==> src/sv/minimum_window_substring_unit_assert.svh <==
// Assertion helpers for the minimum window unit.
// Both macros sample on i_clk and are off while i_rst_n is low.
`ifndef MINIMUM_WINDOW_SUBSTRING_UNIT_ASSERT_SVH
`define MINIMUM_WINDOW_SUBSTRING_UNIT_ASSERT_SVH

// Property that holds on every sampled edge.
`define MWS_ASSERT_ALWAYS(lbl, expr) \
    lbl: assert property (@(posedge i_clk) disable iff (!i_rst_n) (expr)) \
        else $error("mws: invariant violated");

// Antecedent on one edge, consequent on the next.
`define MWS_ASSERT_NEXT(lbl, ante, cons) \
    lbl: assert property (@(posedge i_clk) disable iff (!i_rst_n) (ante) |=> (cons)) \
        else $error("mws: sequence violated");

`endif

==> src/sv/mws_pkg.sv <==
package mws_pkg;

    localparam int unsigned ALPHABET    = 256;
    localparam int unsigned MAX_TEXT    = 4096;

    localparam int unsigned SYM_W       = 8;
    localparam int unsigned REQ_W       = 2;
    localparam int unsigned CNT_W       = 13;
    localparam int unsigned START_W     = 12;
    localparam int unsigned LEN_W       = 13;

    localparam int unsigned HIST_AW     = $clog2(ALPHABET);
    localparam int unsigned TS_AW       = $clog2(MAX_TEXT);
    localparam int unsigned TPOS_W      = $clog2(MAX_TEXT + 1);

    localparam logic [CNT_W-1:0] PAT_LEN_MAX = CNT_W'(8191);

    typedef enum logic [REQ_W-1:0] {
        REQ_CLEAR   = 2'd0,
        REQ_PATTERN = 2'd1,
        REQ_TEXT    = 2'd2
    } t_req;

    // Results of the shared count/compare unit.
    typedef struct packed {
        logic [CNT_W-1:0] inc;
        logic [CNT_W-1:0] dec;
        logic             a_gt_b;
        logic             b_zero;
        logic             inc_le_b;
    } t_cnt_res;

endpackage

==> src/sv/mws_hist.sv <==
module mws_hist
    import mws_pkg::*;
(
    input  logic               i_clk,
    input  logic               i_rst_n,
    input  logic               i_clr,
    input  logic [HIST_AW-1:0] i_raddr,
    output logic [CNT_W-1:0]   o_rdata,
    input  logic               i_we,
    input  logic [HIST_AW-1:0] i_waddr,
    input  logic [CNT_W-1:0]   i_wdata
);

    logic [CNT_W-1:0] r_mem [ALPHABET];
    logic             r_vld [ALPHABET];

    // entry without valid bit reads as zero
    always_ff @(posedge i_clk) begin
        if (i_we) begin
            r_mem[i_waddr] <= i_wdata;
        end
        o_rdata <= r_vld[i_raddr] ? r_mem[i_raddr] : '0;
    end

    always_ff @(posedge i_clk) begin
        if (!i_rst_n || i_clr) begin
            for (int k = 0; k < ALPHABET; k++) begin
                r_vld[k] <= 1'b0;
            end
        end else if (i_we) begin
            r_vld[i_waddr] <= 1'b1;
        end
    end

endmodule

==> config.mk <==
export PLATFORM = sky130hd
export DESIGN_NAME = mws_hist
export DESIGN_NICKNAME = d
export VERILOG_FILES = /design/src/sv/minimum_window_substring_unit_assert.svh /design/src/sv/mws_pkg.sv /design/src/sv/mws_hist.sv
export SDC_FILE = /design/constraint.sdc
export NUM_CORES = 2
export LEC_CHECK = 0
export BUFFER_PORTS_ARGS = -buffer_cell sky130_fd_sc_hd__buf_2
export CORE_MARGIN = 4
export CORE_UTILIZATION = 55
export DETAILED_ROUTE_END_ITERATION = 10
export GPL_ROUTABILITY_DRIVEN = 1
export HOLD_SLACK_MARGIN = 0.02
export PLACE_DENSITY = 0.71
export RECOVER_POWER = 50
export SKIP_LAST_GASP = 1
export SLEW_MARGIN = 10
export SYNTH_ARGS = -nofsm -noshare
export SYNTH_HDL_FRONTEND = slang
export SYNTH_SLANG_ARGS = --single-unit
==> constraint.sdc <==
create_clock -name i_clk -period 3.7 [get_ports i_clk]
set_input_delay 0.925 -clock i_clk [delete_from_list [all_inputs] [get_ports i_clk]]
set_output_delay 0.925 -clock i_clk [all_outputs]
set_load 0.02 [all_outputs]
Word-level counts from Yosys, hierarchy flattened. Memories as Yosys holds them, arrays and structs flattened. A register that Yosys moved wholly into a read port is not among the register bits. Cells that the tools add are included.

Add/sub/neg operators: 0. Multipliers: 0. Divide/modulo/power cells: 0. Order comparisons: 0. Equality and inequality tests: 0. Shift-type cells: 0. Mux-type cells: 9. Bitwise operators: 0. Reductions and logical operators: 4.

Operators with widths (number): 1-bit 2-to-1 mux (8); 8-bit 2-to-1 mux (1); 1-bit zero test (2); 1-bit logical OR (1); 1-bit OR reduction (1).

Register bits: 0. Bits in latches: 0. Bits in writable memories: 3584. Memory bits (read-only): 0. Input bits: 33. Output and inout bits: 13. Logic and storage cells: 15. Memories: 2.

Memories: r_mem (words 256, width 13, read ports 1, clocked after memory_dff 1, wr ports 1, line mws_hist.sv:14) `logic [CNT_W-1:0] r_mem [ALPHABET];`; r_vld (words 256, width 1, read ports 1, clocked after memory_dff 0, wr ports 256, line mws_hist.sv:15) `logic r_vld [ALPHABET];`.

Logic depth before layout (Yosys ltp).
Depth in word-level cells: 6. Gate-level depth with buffers: 14. Depth with buffers taken out: 7.

Worst setup path before layout. No wires, ideal clock.

Path type: input-to-reg. Start point: in i_waddr[1]. End point: mem r_mem[82][0] (enable). Setup time: 0.426 ns. Arrival: 2.998 ns. Data required time: 3.274 ns. Setup slack: 0.277 ns. Stages on the path: 3. Path buffers: 1. Cells stage by stage: clkbuf_1 -> nor2b_1 -> nor4b_1.

RTL lines: start, declared (line mws_hist.sv:10) `input logic [HIST_AW-1:0] i_waddr,`; end, declared (line mws_hist.sv:14).

Straight into the memory's write port.

==> summary.txt <==
top-count cell post-synth -> edfxtp_1
layout cells sized above 1 -> 0.280
post-synth top area cell -> edfxtp_1
core box area -> 0.252 mm^2
worst r2r path cells -> 10
Rel. slew slack -> -1.25
CTS Sinks -> 3597
Total GRT Usage -> 0.313
class of the worst hold path -> input pin to flip-flop
Worst Path Buf+Inv -> 3
Mapped Cells -> 6803
Crit path largest cell delay -> 1.99 ns
Yosys cell types -> 71
Critical Path RT -> 4.57 ns
crit path max fanout -> 15
Die W -> 511 um
clk slew on worst S/H paths -> 0.06 ns
top cells by count, synth -> edfxtp_1 (3328), mux4_2 (741), mux2i_1 (344)
failing checks -> max-capacitance violations, max-slew violations
Area growth syn-to-layout -> 15.9%
critical path endpoint category -> flip-flop
CTS resizes -> 0
worst vdd ir -> 0.527 mV
gpl congestion -> 0.963
final hold vios -> 0
DRT Wirelength -> 412 mm
post-synthesis register bit count -> 3597
Bufs on Longest Clock Path -> 4
Syn Nets -> 6836
crit path DAT -> 4.45 ns
via-per-instance ratio -> 6.75
PD cells -> 537 mW/mm^2
total gr overflow -> 0
Slew @ Worst Pin -> 3.38 ns
die area -> 0.261 mm^2
delay-heaviest family, CP -> buffers and inverters
Critical Path Stages -> 8
Hold Path Depth -> 3
status -> complete, but fails checks
Sequential cell area -> 0.105 mm^2
DRT Pass-1 Iters -> 8
post-route setup TNS -> 0 ns
Final setup viols -> 0
vias in the first global route -> 75135
Worst path slowest cell -> clkbuf_1
Rows -> 184
fin. max-slew vios -> 1166
Antenna Violating Nets Remaining -> 0
Post-Place Cells -> 10746
Final #Nets -> 7806
clk_lat worst skew -> 1.02 ns
largest net degree at the start of global routing -> 129
final instance count without filler cells -> 11439
Power Total -> 86.7 mW
Max-Cap Viols -> 20
Max Fclk -> 279 MHz
# hold bufs at CTS -> 0
CP cell instances -> clkbuf_1 -> nand2_1 -> nor2_1 -> nand2_1 -> clkbuf_1 -> nor2_1 -> buf_4 -> o21a_1
Synth top area share -> 0.718
RSZ-0062 raised after global routing -> false
crit start category -> input pin
deepest level of the CTS H-tree -> 5
Top FF cell, synth -> edfxtp_1
final worst path period share -> 0.967
Fillers -> 16506
first-pass GRT wire length -> 578 mm
type of the worst setup path -> input pin to flip-flop
LEAKAGE -> 53.5 nW
Util after Layout -> 0.642
routed length per placed instance -> 36.1 um
Vias -> 77175
# Post-CTS Setup Buffers -> 0
Die Span Y -> 511 um
Seq/Total Area, Yosys -> 0.756
asr flop ratio synth -> 0
PortBufs -> 45
Period minus WS final -> 3.58 ns
CTS root buf -> clkbuf_16
Post-Syn Area -> 0.139 mm^2
initial antenna violation count -> 33
area taken by multi-input logic gates -> 0.0311 mm^2
I/O pins -> 46
Num CTS Buffers -> 373
number of flops mapped to enable cells by yosys -> 3328
HPWL after DPL -> 262 mm
Initial Utilization -> 0.553
Synth Warn # -> 0
TritonCTS clock tree -> built
Avg Cell Area, Syn -> 20.5 um^2
worst clock skew -> 0.0876 ns
First DRT Iteration DRCs -> 12417
Area contributors post-synth -> edfxtp_1 (72%), mux4_2 (12%), dfxtp_1 (3.9%)
# DRC -> 0
[registers in the layout, indices dropped and copies added (netlist names)]
| signal | flops |
|---|---|
| r_mem | 3328 |
| o_rdata | 13 |
| r_vld | 256 |
[layer usage]
metal / up-vias / share of wire / track usage
met5: - / 0.00010 / 0
met4: 6 / 0.063 / 0.167
met3: 1018 / 0.13 / 0.0782
met2: 5889 / 0.45 / 0.464
met1: 40108 / 0.36 / 0.435
li1: 30154 / - / -
[power breakdown]
part / switching, mW / internal [mW]
Clock: 15.3 / 21.8
Combinational: 3.26 / 1.82
Sequential: 0.0722 / 44.5
Total: 18.6 / 68.1
[metrics by stage]
step / cell area (um^2) / hold slack, ns / setup slack, ns
2_1_floorplan: 139000 / 0.432 / 0.277
3_3_place_gp: 150000 / 0.438 / -0.601
3_5_place_dp: 150000 / 0.446 / -0.539
4_1_cts: 162000 / 0.298 / 0.483
5_1_grt: 161000 / 0.328 / 0.291
6_report: 161000 / 0.351 / 0.120
[logic make-up after synthesis]
family,after synthesis,share of synthesized area
DFF,3597,0.756
muxes,1155,0.156
AOI/OAI and AO/OA,823,0.0418
and+or+nand+nor,812,0.0253
buffers and inverters,416,0.0210
[worst min-delay path: cells and delay by family]
family | cells | cell delay, ns
and+or+nand+nor | 1 | 0.11
buffers and inverters | 1 | 0.10
AOI/OAI and AO/OA | 1 | 0.13
[cells in the final DEF (no fill, tap or decap), drive strengths merged, types with 22 or more instances in the layout]
master,count
mux4,791
bufinv,35
nor2,334
buf,902
diode,25
o221ai,93
o21a,257
o22ai,90
a211oi,24
nor3,30
mux2i,344
nand2,259
a22oi,33
a21oi,129
clkinv,126
and2,26
and3,23
nor2b,22
clkbuf,584
a31oi,38
edfxtp,3328
nand3,58
o21ai,53
dfxtp,269
[final cells by class]
class	count	share of cell area
Tap cell	3348	0.0259
Clock inverter	185	0.0115
Multi-Input combinational cell	2790	0.192
Antenna cell	25	0.000388
Inverter	7	0.000271
Clock buffer	483	0.0632
Timing Repair Buffer	1004	0.0539
Sequential cell	3597	0.652
[final timing paths]
path	endpoint	slack (ns)	from
max	r_vld[126]	0.12	i_waddr[2]
min	r_vld[30]	0.35	i_clr
max reg2reg	o_rdata[9]	0.70	r_vld[13]
min reg2reg	r_vld[83]	0.46	r_vld[83]
Note: power is estimated with default switching activity, not from simulation.
