<file path="src/sv/minimum_window_substring_unit_assert.svh">
// Assertion helpers for the minimum window unit.
// Both macros sample on i_clk and are off while i_rst_n is low.
`ifndef MINIMUM_WINDOW_SUBSTRING_UNIT_ASSERT_SVH
`define MINIMUM_WINDOW_SUBSTRING_UNIT_ASSERT_SVH

// Property that holds on every sampled edge.
`define MWS_ASSERT_ALWAYS(lbl, expr) \
    lbl: assert property (@(posedge i_clk) disable iff (!i_rst_n) (expr)) \
        else $error("mws: invariant violated");

// Antecedent on one edge, consequent on the next.
`define MWS_ASSERT_NEXT(lbl, ante, cons) \
    lbl: assert property (@(posedge i_clk) disable iff (!i_rst_n) (ante) |=> (cons)) \
        else $error("mws: sequence violated");

`endif

</file>
<file path="src/sv/mws_pkg.sv">
package mws_pkg;

    localparam int unsigned ALPHABET    = 256;
    localparam int unsigned MAX_TEXT    = 4096;

    localparam int unsigned SYM_W       = 8;
    localparam int unsigned REQ_W       = 2;
    localparam int unsigned CNT_W       = 13;
    localparam int unsigned START_W     = 12;
    localparam int unsigned LEN_W       = 13;

    localparam int unsigned HIST_AW     = $clog2(ALPHABET);
    localparam int unsigned TS_AW       = $clog2(MAX_TEXT);
    localparam int unsigned TPOS_W      = $clog2(MAX_TEXT + 1);

    localparam logic [CNT_W-1:0] PAT_LEN_MAX = CNT_W'(8191);

    typedef enum logic [REQ_W-1:0] {
        REQ_CLEAR   = 2'd0,
        REQ_PATTERN = 2'd1,
        REQ_TEXT    = 2'd2
    } t_req;

    // Results of the shared count/compare unit.
    typedef struct packed {
        logic [CNT_W-1:0] inc;
        logic [CNT_W-1:0] dec;
        logic             a_gt_b;
        logic             b_zero;
        logic             inc_le_b;
    } t_cnt_res;

endpackage

</file>
<file path="src/sv/mws_cnt_unit.sv">
module mws_cnt_unit
    import mws_pkg::*;
(
    input  logic [CNT_W-1:0] i_a,
    input  logic [CNT_W-1:0] i_b,
    output t_cnt_res         o_res
);

    always_comb begin
        o_res.inc      = i_a + CNT_W'(1);
        o_res.dec      = i_a - CNT_W'(1);
        o_res.a_gt_b   = (i_a > i_b);
        o_res.b_zero   = (i_b == '0);
        o_res.inc_le_b = (o_res.inc <= i_b);
    end

endmodule

</file>
<file path="config.mk">
export PLATFORM = sky130hd
export DESIGN_NAME = mws_cnt_unit
export DESIGN_NICKNAME = d
export VERILOG_FILES = /design/src/sv/minimum_window_substring_unit_assert.svh /design/src/sv/mws_pkg.sv /design/src/sv/mws_cnt_unit.sv
export SDC_FILE = /design/constraint.sdc
export NUM_CORES = 1
export LEC_CHECK = 0
export BUFFER_PORTS_ARGS = -buffer_cell sky130_fd_sc_hd__buf_2
export CORE_ASPECT_RATIO = 1.4
export CORE_UTILIZATION = 49
export DETAILED_ROUTE_END_ITERATION = 7
export GPL_TIMING_DRIVEN = 0
export PLACE_DENSITY = 0.84
export SLEW_MARGIN = 25
export SYNTH_ARGS = -nofsm -noshare
export SYNTH_HDL_FRONTEND = slang
export SYNTH_SLANG_ARGS = --single-unit
</file>
<file path="constraint.sdc">
create_clock -name vclk -period 3.9
set_input_delay 0.585 -clock vclk [all_inputs]
set_output_delay 0.585 -clock vclk [all_outputs]
set_load 0.05 [all_outputs]
</file>
# [Word-level counts from Yosys, hierarchy flattened]
# Index checks and enable logic that the tools add are counted.
[totals] regBits=0 input_bits=26 out_inout_bits=29
[op_classes] add_sub_neg=2 order_cmp=2 reduce_logical=1
[ops] cell="13-bit by 1-bit adder with 13-bit output (second input constant)" n=1
[ops] cell="13-bit greater-than comparator" n=1
[ops] cell="13-bit <= comparator" n=1
[ops] cell="13-bit logical NOT" n=1
[ops] cell="13-bit by 1-bit subtractor with 13-bit output (second input constant)" n=1

# [Longest topological paths before layout]
# Gate-level depths: netlist of the first run.
[depth] depth_word=2 depth_mapped=10 mapped_depth_nobuf=10

# [Worst setup path before layout of the first run]
# Ideal clock, no wire load.
[synth_timing] path_kind="input to output" start="input port i_a[2]" end="output port o_res[0] in the netlist's numbering" t_arrival_ps=4365 slack_ps=-1050 cell_stages=10 path_buffers=1 cell_sequence="clkbuf_1 > nand3_1 > nor3_1 > nand3_1 > xnor2_1 > ha_1 > and4_1 > a31o_2 > a211o_1 > o21ai_0"
[synth_lines] element="start, declared" line_no="mws_cnt_unit.sv:4" source="input logic [CNT_W-1:0] i_a,"
[synth_lines] element="end, declared" line_no="mws_cnt_unit.sv:6" source="output t_cnt_res o_res"

==> results of run 1 <==
==> repair_timing <==
action,4_1_cts,5_1_grt
endpoints found under the setup margin,1,1
cloned,0,0
resized for setup,2,7
setup buffers,0,0
pin swaps,0,1
==> worst max-delay path, delay by kind of cell <==
kind	cells	cell delay [ps]
adders and majority gates	1	300
AOI/OAI and AO/OA	1	90
xor gates and xnor gates	1	180
buffers and inverters	3	580
and+or+nand+nor	5	1470
==> logic make-up (layout without fill, tap and decap cells) <==
logic type / count (synthesis) / in the layout
buffers and inverters: 22 / 75
AO/OA/AOI/OAI: 20 / 20
XOR/XNOR: 21 / 21
adder cells (fa/ha/maj): 28 / 28
AND/OR/NAND/NOR: 58 / 58
==> placed cells by master (no fill, tap or decap), drive strengths merged, types with 2 or more instances in the layout <==
cell	count
nor4	3
a21oi	8
o21ai	4
a211oi	2
xor2	10
nand2b	2
nand2	14
buf	57
ha	28
nand3	8
nor2	12
xnor2	11
nand4	6
nor3	4
inv	17
and3	3
and4	2
==> worst paths after layout <==
check                   to  slack [ps]    from
setup / recovery  o_res[0]         130  i_a[8]
hold / removal    o_res[1]        1500  i_b[5]
==> power by group through the flow <==
| stage | Sequential (mW) | Clock (mW) | Combinational [mW] |
|---|---|---|---|
| 6_report | 0 | 0 | 0.221 |
| 5_1_grt | 0 | 0 | 0.240 |
| 4_1_cts | 0 | 0 | 0.218 |
| 3_5_place_dp | 0 | 0 | 0.217 |
| 3_3_place_gp | 0 | 0 | 0.210 |
| 2_1_floorplan | 0 | 0 | 0.156 |
==> cell type report <==
cell class | instances | area, um2
multi-input combinational | 127 | 1080
fill | 162 | 531
timing repair buffer | 55 | 282
inverter | 17 | 63.8
tap | 21 | 26.3
buffer | 3 | 18.8
==> stage by stage <==
stage | setup slack, ps | setup TNS, ps
6_report | 126 | 0
2_1_floorplan | 41.6 | 0
4_1_cts | 5.35 | 0
5_1_grt | 11.4 | 0
3_5_place_dp | -364 | -364
3_3_place_gp | -295 | -295
==> metal layers <==
metal / up-vias / share of wire
met5: - / 0
met4: 0 / 0.012
met3: 4 / 0.036
met2: 44 / 0.55
met1: 565 / 0.40
li1: 630 / -
==> results.sh, run 1 <==
export IMPL_outcome="complete, no violations"
export IMPL_drc=0
export IMPL_end_kind="primary output"
export IMPL_yosys_cell_types_count=29
export IMPL_path_cells="buf_2 > clkbuf_1 > and3_1 > nand4_1 > xnor2_2 > ha_1 > and4_1 > nand3_1 > or4b_2 > o21ai_4 > buf_6"
export IMPL_netlist_instances=149
export IMPL_gr_usage_met1=0.316
export IMPL_slowest_delay_ps=700
export IMPL_final_cells=223
export IMPL_netlist_area_um2=1050
export IMPL_via_per_inst=5.57
export IMPL_seq_cell_count=0
export IMPL_synth_xor_xnor_area_share=0.174
export IMPL_drtPass1Iterations=4
export IMPL_grt_antenna_before_repair=0
export IMPL_yosysTopAreaCell="ha_1"
export IMPL_wl_per_cell_um=13.5
export IMPL_num_vias=1243
export IMPL_drive_above_1_share=0.371
export IMPL_hold_path_class="primary input to primary output"
export IMPL_fmax_mhz=265
export IMPL_die_x_um=41.2
export IMPL_rows=19
export IMPL_synth_top_family_by_area="adder cells"
export IMPL_grt_pass1_vias=1167
export IMPL_place_area_um2=1440
export IMPL_core_um2=2000
export IMPL_fin_nets=258
export IMPL_die_area_um2=2340
export IMPL_worstSetupPathType="primary input to primary output"
export IMPL_arrival_ps=3190
export IMPL_crit_slowest_cell="or4b_2"
export IMPL_port_buffers=55
export IMPL_post_route_period_util=0.968
export IMPL_p_switching_uw=152
export IMPL_post_synth_top_count_cell="ha_1"
export IMPL_wirelength_mm=3.01
export IMPL_areaGrowthSynthToFinish_pct=39.0
export IMPL_tightest_slew_ps=383
export IMPL_utilization=0.734
export IMPL_synth_simple_gate_area_frac=0.291
export IMPL_grt_pass1_wl_mm=4.72
export IMPL_dr_first_iter_drc_count=11
export IMPL_p_total_uw=221
export IMPL_hold_buffers=0
export IMPL_avgSynthCellArea_um2=7.08
export IMPL_p_clk_frac=0
export IMPL_gr_total_overflow=0
export IMPL_die_height_um=56.9
export IMPL_drtAntennaViolNets=0
export IMPL_busiest_layer="met2"
export IMPL_power_frac_seq=0
export IMPL_hold_depth=3
export IMPL_io_pins=55
export IMPL_synth_compound_area_frac=0.117
export IMPL_synth_top_cells_by_count="ha_1 (28), inv_1 (17), nand2_1 (14)"
export IMPL_p_comb_frac=1.000
export IMPL_seq_area_um2=0
export IMPL_p_leak_nw=0.810
export IMPL_synthMuxAreaShare=0
export IMPL_start_util=0.528
export IMPL_grt_setup_unrepaired="false"
export IMPL_cp_start_kind="primary input"
export IMPL_drv_slew=0
export IMPL_syn_nets=203
export IMPL_relSlewSlack=0.745
export IMPL_yosysWarnings=0
export IMPL_hold_ws_ps=1500
export IMPL_grt_usage=0.274
export IMPL_switching_share=0.686
export IMPL_required_ps=3310
export IMPL_fin_area_um2=1470
export IMPL_place_congestion=0.823
export IMPL_synth_adder_area_share=0.332
export IMPL_placed_cells=225
export IMPL_grt_met2_usage=0.525
export IMPL_clock_buffer_count=0
export IMPL_ys_seq_area_frac=0
export IMPL_period_needed_ps=3770
export IMPL_crit_fanout=7
export IMPL_synthTopCellsByArea="ha_1 (33%), xnor2_1 (9.1%), xor2_1 (8.3%), inv_1 (6.0%), nand2_1 (5.0%)"
export IMPL_cap_violations=0
export IMPL_synth_top_area_share=0.332
export IMPL_hold_viol=0
export IMPL_ir_drop_mv=0.134
export IMPL_dpl_hpwl_mm=2.64
export IMPL_grt_max_degree=10
export IMPL_p_int_uw=69.4
export IMPL_powerDensity_nw_per_um2=151
export IMPL_diodes=0
export IMPL_setup_viol=0
export IMPL_met3_usage=0.00791
Note: power is estimated with default switching activity, not from simulation.
==> inputs of run 2 (changes only) <==
--- a/config.mk
+++ b/config.mk
@@ -7,10 +7,10 @@
 export LEC_CHECK = 0
 export BUFFER_PORTS_ARGS = -buffer_cell sky130_fd_sc_hd__buf_2
 export CORE_ASPECT_RATIO = 1.4
-export CORE_UTILIZATION = 49
+export CORE_UTILIZATION = 45
 export DETAILED_ROUTE_END_ITERATION = 7
 export GPL_TIMING_DRIVEN = 0
-export PLACE_DENSITY = 0.84
+export PLACE_DENSITY = 0.78
 export SLEW_MARGIN = 25
 export SYNTH_ARGS = -nofsm -noshare
 export SYNTH_HDL_FRONTEND = slang
==> run 2 against run 1 <==
First-iteration DRC count increased by 36%. Cell count increased by 0.45%. Sequential cell count unchanged. Combinational power about the same. Clock-buffer cell count unchanged. Largest cell class unchanged.
==> results.sh, run 2 (synthesized netlist as in run 1, its figures left out) <==
export IMPL_grt_pass1_vias=1222
export IMPL_crit_fanout=6
export IMPL_relSlewSlack=0.771
export IMPL_grt_max_degree=10
export IMPL_grt_antenna_before_repair=0
export IMPL_drv_slew=0
export IMPL_die_area_um2=2540
export IMPL_place_congestion=0.870
export IMPL_grt_pass1_wl_mm=4.96
export IMPL_hold_path_class="primary input to primary output"
export IMPL_grt_met2_usage=0.496
export IMPL_arrival_ps=3190
export IMPL_fillers=216
export IMPL_layout_common_cells="buf_2 (54), ha_1 (27), inv_1 (17), nand2_1 (14), nor2_1 (10)"
export IMPL_core_um2=2200
export IMPL_gr_total_overflow=0
export IMPL_grt_usage=0.244
export IMPL_seq_area_um2=0
export IMPL_drtAntennaViolNets=0
export IMPL_multi_input_area_um2=1080
export IMPL_ir_drop_mv=0.0960
export IMPL_seq_cell_count=0
export IMPL_setup_viol=0
export IMPL_fmax_mhz=265
export IMPL_die_x_um=42.9
export IMPL_wl_per_cell_um=13.5
export IMPL_busiest_layer="met2"
export IMPL_utilization=0.672
export IMPL_fin_area_um2=1480
export IMPL_outcome="complete, no violations"
export IMPL_required_ps=3310
export IMPL_diodes=0
export IMPL_areaGrowthSynthToFinish_pct=40.2
export IMPL_pre_cts_ws_ps=-397
export IMPL_period_needed_ps=3770
export IMPL_clock_buffer_count=0
export IMPL_via_per_inst=5.60
export IMPL_layout_commonest_cell="buf_2"
export IMPL_gr_usage_met1=0.275
export IMPL_place_area_um2=1440
export IMPL_met3_usage=0.00305
export IMPL_end_kind="primary output"
export IMPL_io_pins=55
export IMPL_dr_first_iter_drc_count=15
export IMPL_timing_final_ws_setup_ps=128
export IMPL_post_route_period_util=0.967
export IMPL_port_buffers=55
export IMPL_setup_tns_ps=0
export IMPL_wirelength_mm=3.02
export IMPL_fin_nets=258
export IMPL_drc=0
export IMPL_cp_start_kind="primary input"
export IMPL_powerDensity_nw_per_um2=150
export IMPL_drtPass1Iterations=4
export IMPL_num_vias=1254
export IMPL_cap_violations=0
export IMPL_start_util=0.479
export IMPL_hold_buffers=0
export IMPL_tightest_slew_ps=340
export IMPL_hold_viol=0
export IMPL_p_leak_nw=0.813
export IMPL_die_height_um=59.3
export IMPL_worstSetupPathType="primary input to primary output"
export IMPL_rows=20
export IMPL_drive_above_1_share=0.391
export IMPL_dpl_hpwl_mm=2.72
run 2: repair_timing:
item	in CTS	in global routing
pin swaps	0	2
gates resized for setup	3	8
buffers inserted	0	1
setup endpoints to repair	1	1
run 2: through the flow:
stage / hold WS, ps / power [mW] / cells
2_1_floorplan: 1310 / 0.156 / 149
3_3_place_gp: 1500 / 0.210 / 226
3_5_place_dp: 1500 / 0.217 / 226
4_1_cts: 1500 / 0.219 / 224
5_1_grt: 1510 / 0.240 / 224
6_report: 1500 / 0.222 / 224
run 2: final timing paths:
kind	slack [ps]	depth (start not counted)	to	startpoint
setup / recovery	130	13	o_res[0]	i_a[0]
hold / removal	1500	3	o_res[1]	i_b[6]
run 2: report_power, final:
group / switching, mW / internal, mW / leakage (nW) / total, mW
Clock: 0 / 0 / 0 / 0
Sequential: 0 / 0 / 0 / 0
Combinational: 0.152 / 0.0701 / 0.813 / 0.222
Total: 0.152 / 0.0701 / 0.813 / 0.222
run 2: final cells by class:
class	count	share of cell area
Buffer	2	0.0102
Inverter	17	0.0431
Multi-Input combinational cell	127	0.733
Tap cell	22	0.0186
Timing Repair Buffer	56	0.195
run 2: worst max-delay path, stage by stage:
cell and delay [ps]:
buf_2 150, ha_2 220, nand3_2 120, nor2_4 170
buf_4 120, nand2_1 80, xnor2_2 160, ha_1 300
and4_1 230, nand3_1 110, or4b_2 700, o21ai_4 90
buf_6 170
run 2: layer usage:
metal / share of wire / wire length [um]
met1: 0.39 / 1180
met2: 0.56 / 1700
met3: 0.031 / 95
met4: 0.013 / 38
met5: 0 / 0
==> inputs of run 3 (changes only) <==
--- a/config.mk
+++ b/config.mk
@@ -11,6 +11,7 @@
 export DETAILED_ROUTE_END_ITERATION = 7
 export GPL_TIMING_DRIVEN = 0
 export PLACE_DENSITY = 0.78
+export SETUP_SLACK_MARGIN = 0.2
 export SLEW_MARGIN = 25
 export SYNTH_ARGS = -nofsm -noshare
 export SYNTH_HDL_FRONTEND = slang
==> run 3 against run 2 <==
Design area is 12% higher. Cell count increased by 2.2%. Sequential cell count did not move. First-iteration DRC count shrank 20%. Total power grew 6.9%. Sequential share of layout area unchanged. Combinational power is 7% higher. Wire length grew 4.9%. Clock-buffer cell count did not move. Worst hold slack gained 6.3 ps. Critical path depth unchanged. Core utilization grew 7.8 points.
==> results.sh, run 3 (synthesized netlist as in run 1, its figures left out) <==
export IMPL_die_x_um=42.9
export IMPL_path_delay_family="simple AND/OR/NAND/NOR gates"
export IMPL_areaGrowthSynthToFinish_pct=56.6
export IMPL_outcome="complete, no violations"
export IMPL_top_layer_used="met4"
export IMPL_placed_cells=226
export IMPL_grt_max_degree=9
export IMPL_drive_above_1_share=0.435
export IMPL_seq_cell_count=0
export IMPL_crit_buf_inv=3
export IMPL_io_pins=55
export IMPL_powerDensity_nw_per_um2=144
export IMPL_crit_fanout=6
export IMPL_via_per_inst=5.56
export IMPL_path_cells="buf_2 > ha_4 > nand3_2 > nor2_4 > buf_4 > nand2_1 > xnor2_4 > ha_1 > and4_4 > nand3_1 > or4b_4 > o21ai_4 > buf_6"
export IMPL_pre_cts_ws_ps=-123
export IMPL_start_util=0.479
export IMPL_tightest_slew_ps=357
export IMPL_hold_buffers=0
export IMPL_hold_viol=0
export IMPL_hold_path_class="primary input to primary output"
export IMPL_cap_violations=0
export IMPL_core_um2=2200
export IMPL_dr_wl_met3_um=90
export IMPL_wl_per_cell_um=13.8
export IMPL_grt_antenna_before_repair=0
export IMPL_dr_first_iter_drc_count=12
export IMPL_num_vias=1274
export IMPL_drc=0
export IMPL_crit_slowest_cell="or4b_4"
export IMPL_drv_slew=0
export IMPL_layout_common_cells="buf_2 (52), ha_1 (25), inv_1 (17), nand2_1 (14), nor2_1 (10)"
export IMPL_grt_pass1_vias=1247
export IMPL_clock_buffer_count=0
export IMPL_dpl_hpwl_mm=2.70
export IMPL_rows=20
export IMPL_port_buffers=55
export IMPL_period_needed_ps=3580
export IMPL_worstSetupPathType="primary input to primary output"
export IMPL_relSlewSlack=0.760
export IMPL_layout_commonest_cell="buf_2"
export IMPL_p_leak_nw=0.850
export IMPL_drt_met1_wl_mm=1.23
export IMPL_wirelength_mm=3.17
export IMPL_arrival_ps=3000
export IMPL_diodes=0
export IMPL_seq_area_um2=0
export IMPL_timing_final_ws_setup_ps=318
export IMPL_setup_tns_ps=0
export IMPL_fin_nets=263
export IMPL_setup_viol=0
export IMPL_die_height_um=59.3
export IMPL_post_route_period_util=0.918
export IMPL_gr_total_overflow=0
export IMPL_grt_pass1_wl_mm=5.18
export IMPL_end_kind="primary output"
export IMPL_required_ps=3310
export IMPL_fmax_mhz=279
export IMPL_drtPass1Iterations=4
export IMPL_p_total_uw=237
export IMPL_die_area_um2=2540
export IMPL_final_cells=229
export IMPL_grt_setup_unrepaired="false"
export IMPL_slowest_delay_ps=540
export IMPL_cp_start_kind="primary input"
export IMPL_drtAntennaViolNets=0
export IMPL_wl_met2_mm=1.80
export IMPL_ir_drop_mv=0.0891
export IMPL_place_congestion=0.823
export IMPL_grt_usage=0.258
-- run 3: cell types whose count changed in the layout (fill, tap and decap cells not counted), sizes merged --
cell	before	now
clkbuf	0	5
-- run 3: path summary, 6_finish.rpt --
check / startpoint / end / slack [ps] / cells after the start
max: i_a[1] / o_res[0] / 320 / 13
min: i_b[5] / o_res[1] / 1510 / 3
-- run 3: final cells by class --
class	count	area (um2)
fill	177	551
buffer	5	36.3
tap	22	27.5
inverter	17	63.8
timing repair buffer	58	312
multi-input combinational	127	1210
-- run 3: report_power, final --
group | switching [mW] | internal (mW)
clock network | 0 | 0
logic | 0.157 | 0.0798
registers | 0 | 0
total | 0.157 | 0.0798
-- run 3: metal layers --
| metal | GRT usage | vias to the layer above |
|---|---|---|
| met5 | 0 | - |
| met2 | 0.526 | 40 |
| met1 | 0.301 | 587 |
| li1 | - | 641 |
| met4 | 0.0268 | 0 |
| met3 | 0 | 6 |
-- run 3: what timing repair did --
action / 4_1_cts / 5_1_grt
pin swaps: 5 / 3
buffers inserted: 2 / 1
gates resized for setup: 9 / 13
setup endpoints to repair: 1 / 1
-- run 3: worst min-delay path: stages --
cell	delay (ps)
buf_2	90
nor4_1	40
buf_2	200
-- run 3: metrics by stage --
stage	instance area [um2]	utilization	hold slack, ps
final	1650	0.750	1510
after global routing	1650	0.750	1510
after CTS	1580	0.719	1500
after detailed placement	1530	0.696	1500
after global placement	1530	0.696	1510
after floorplan	1230	-	1290
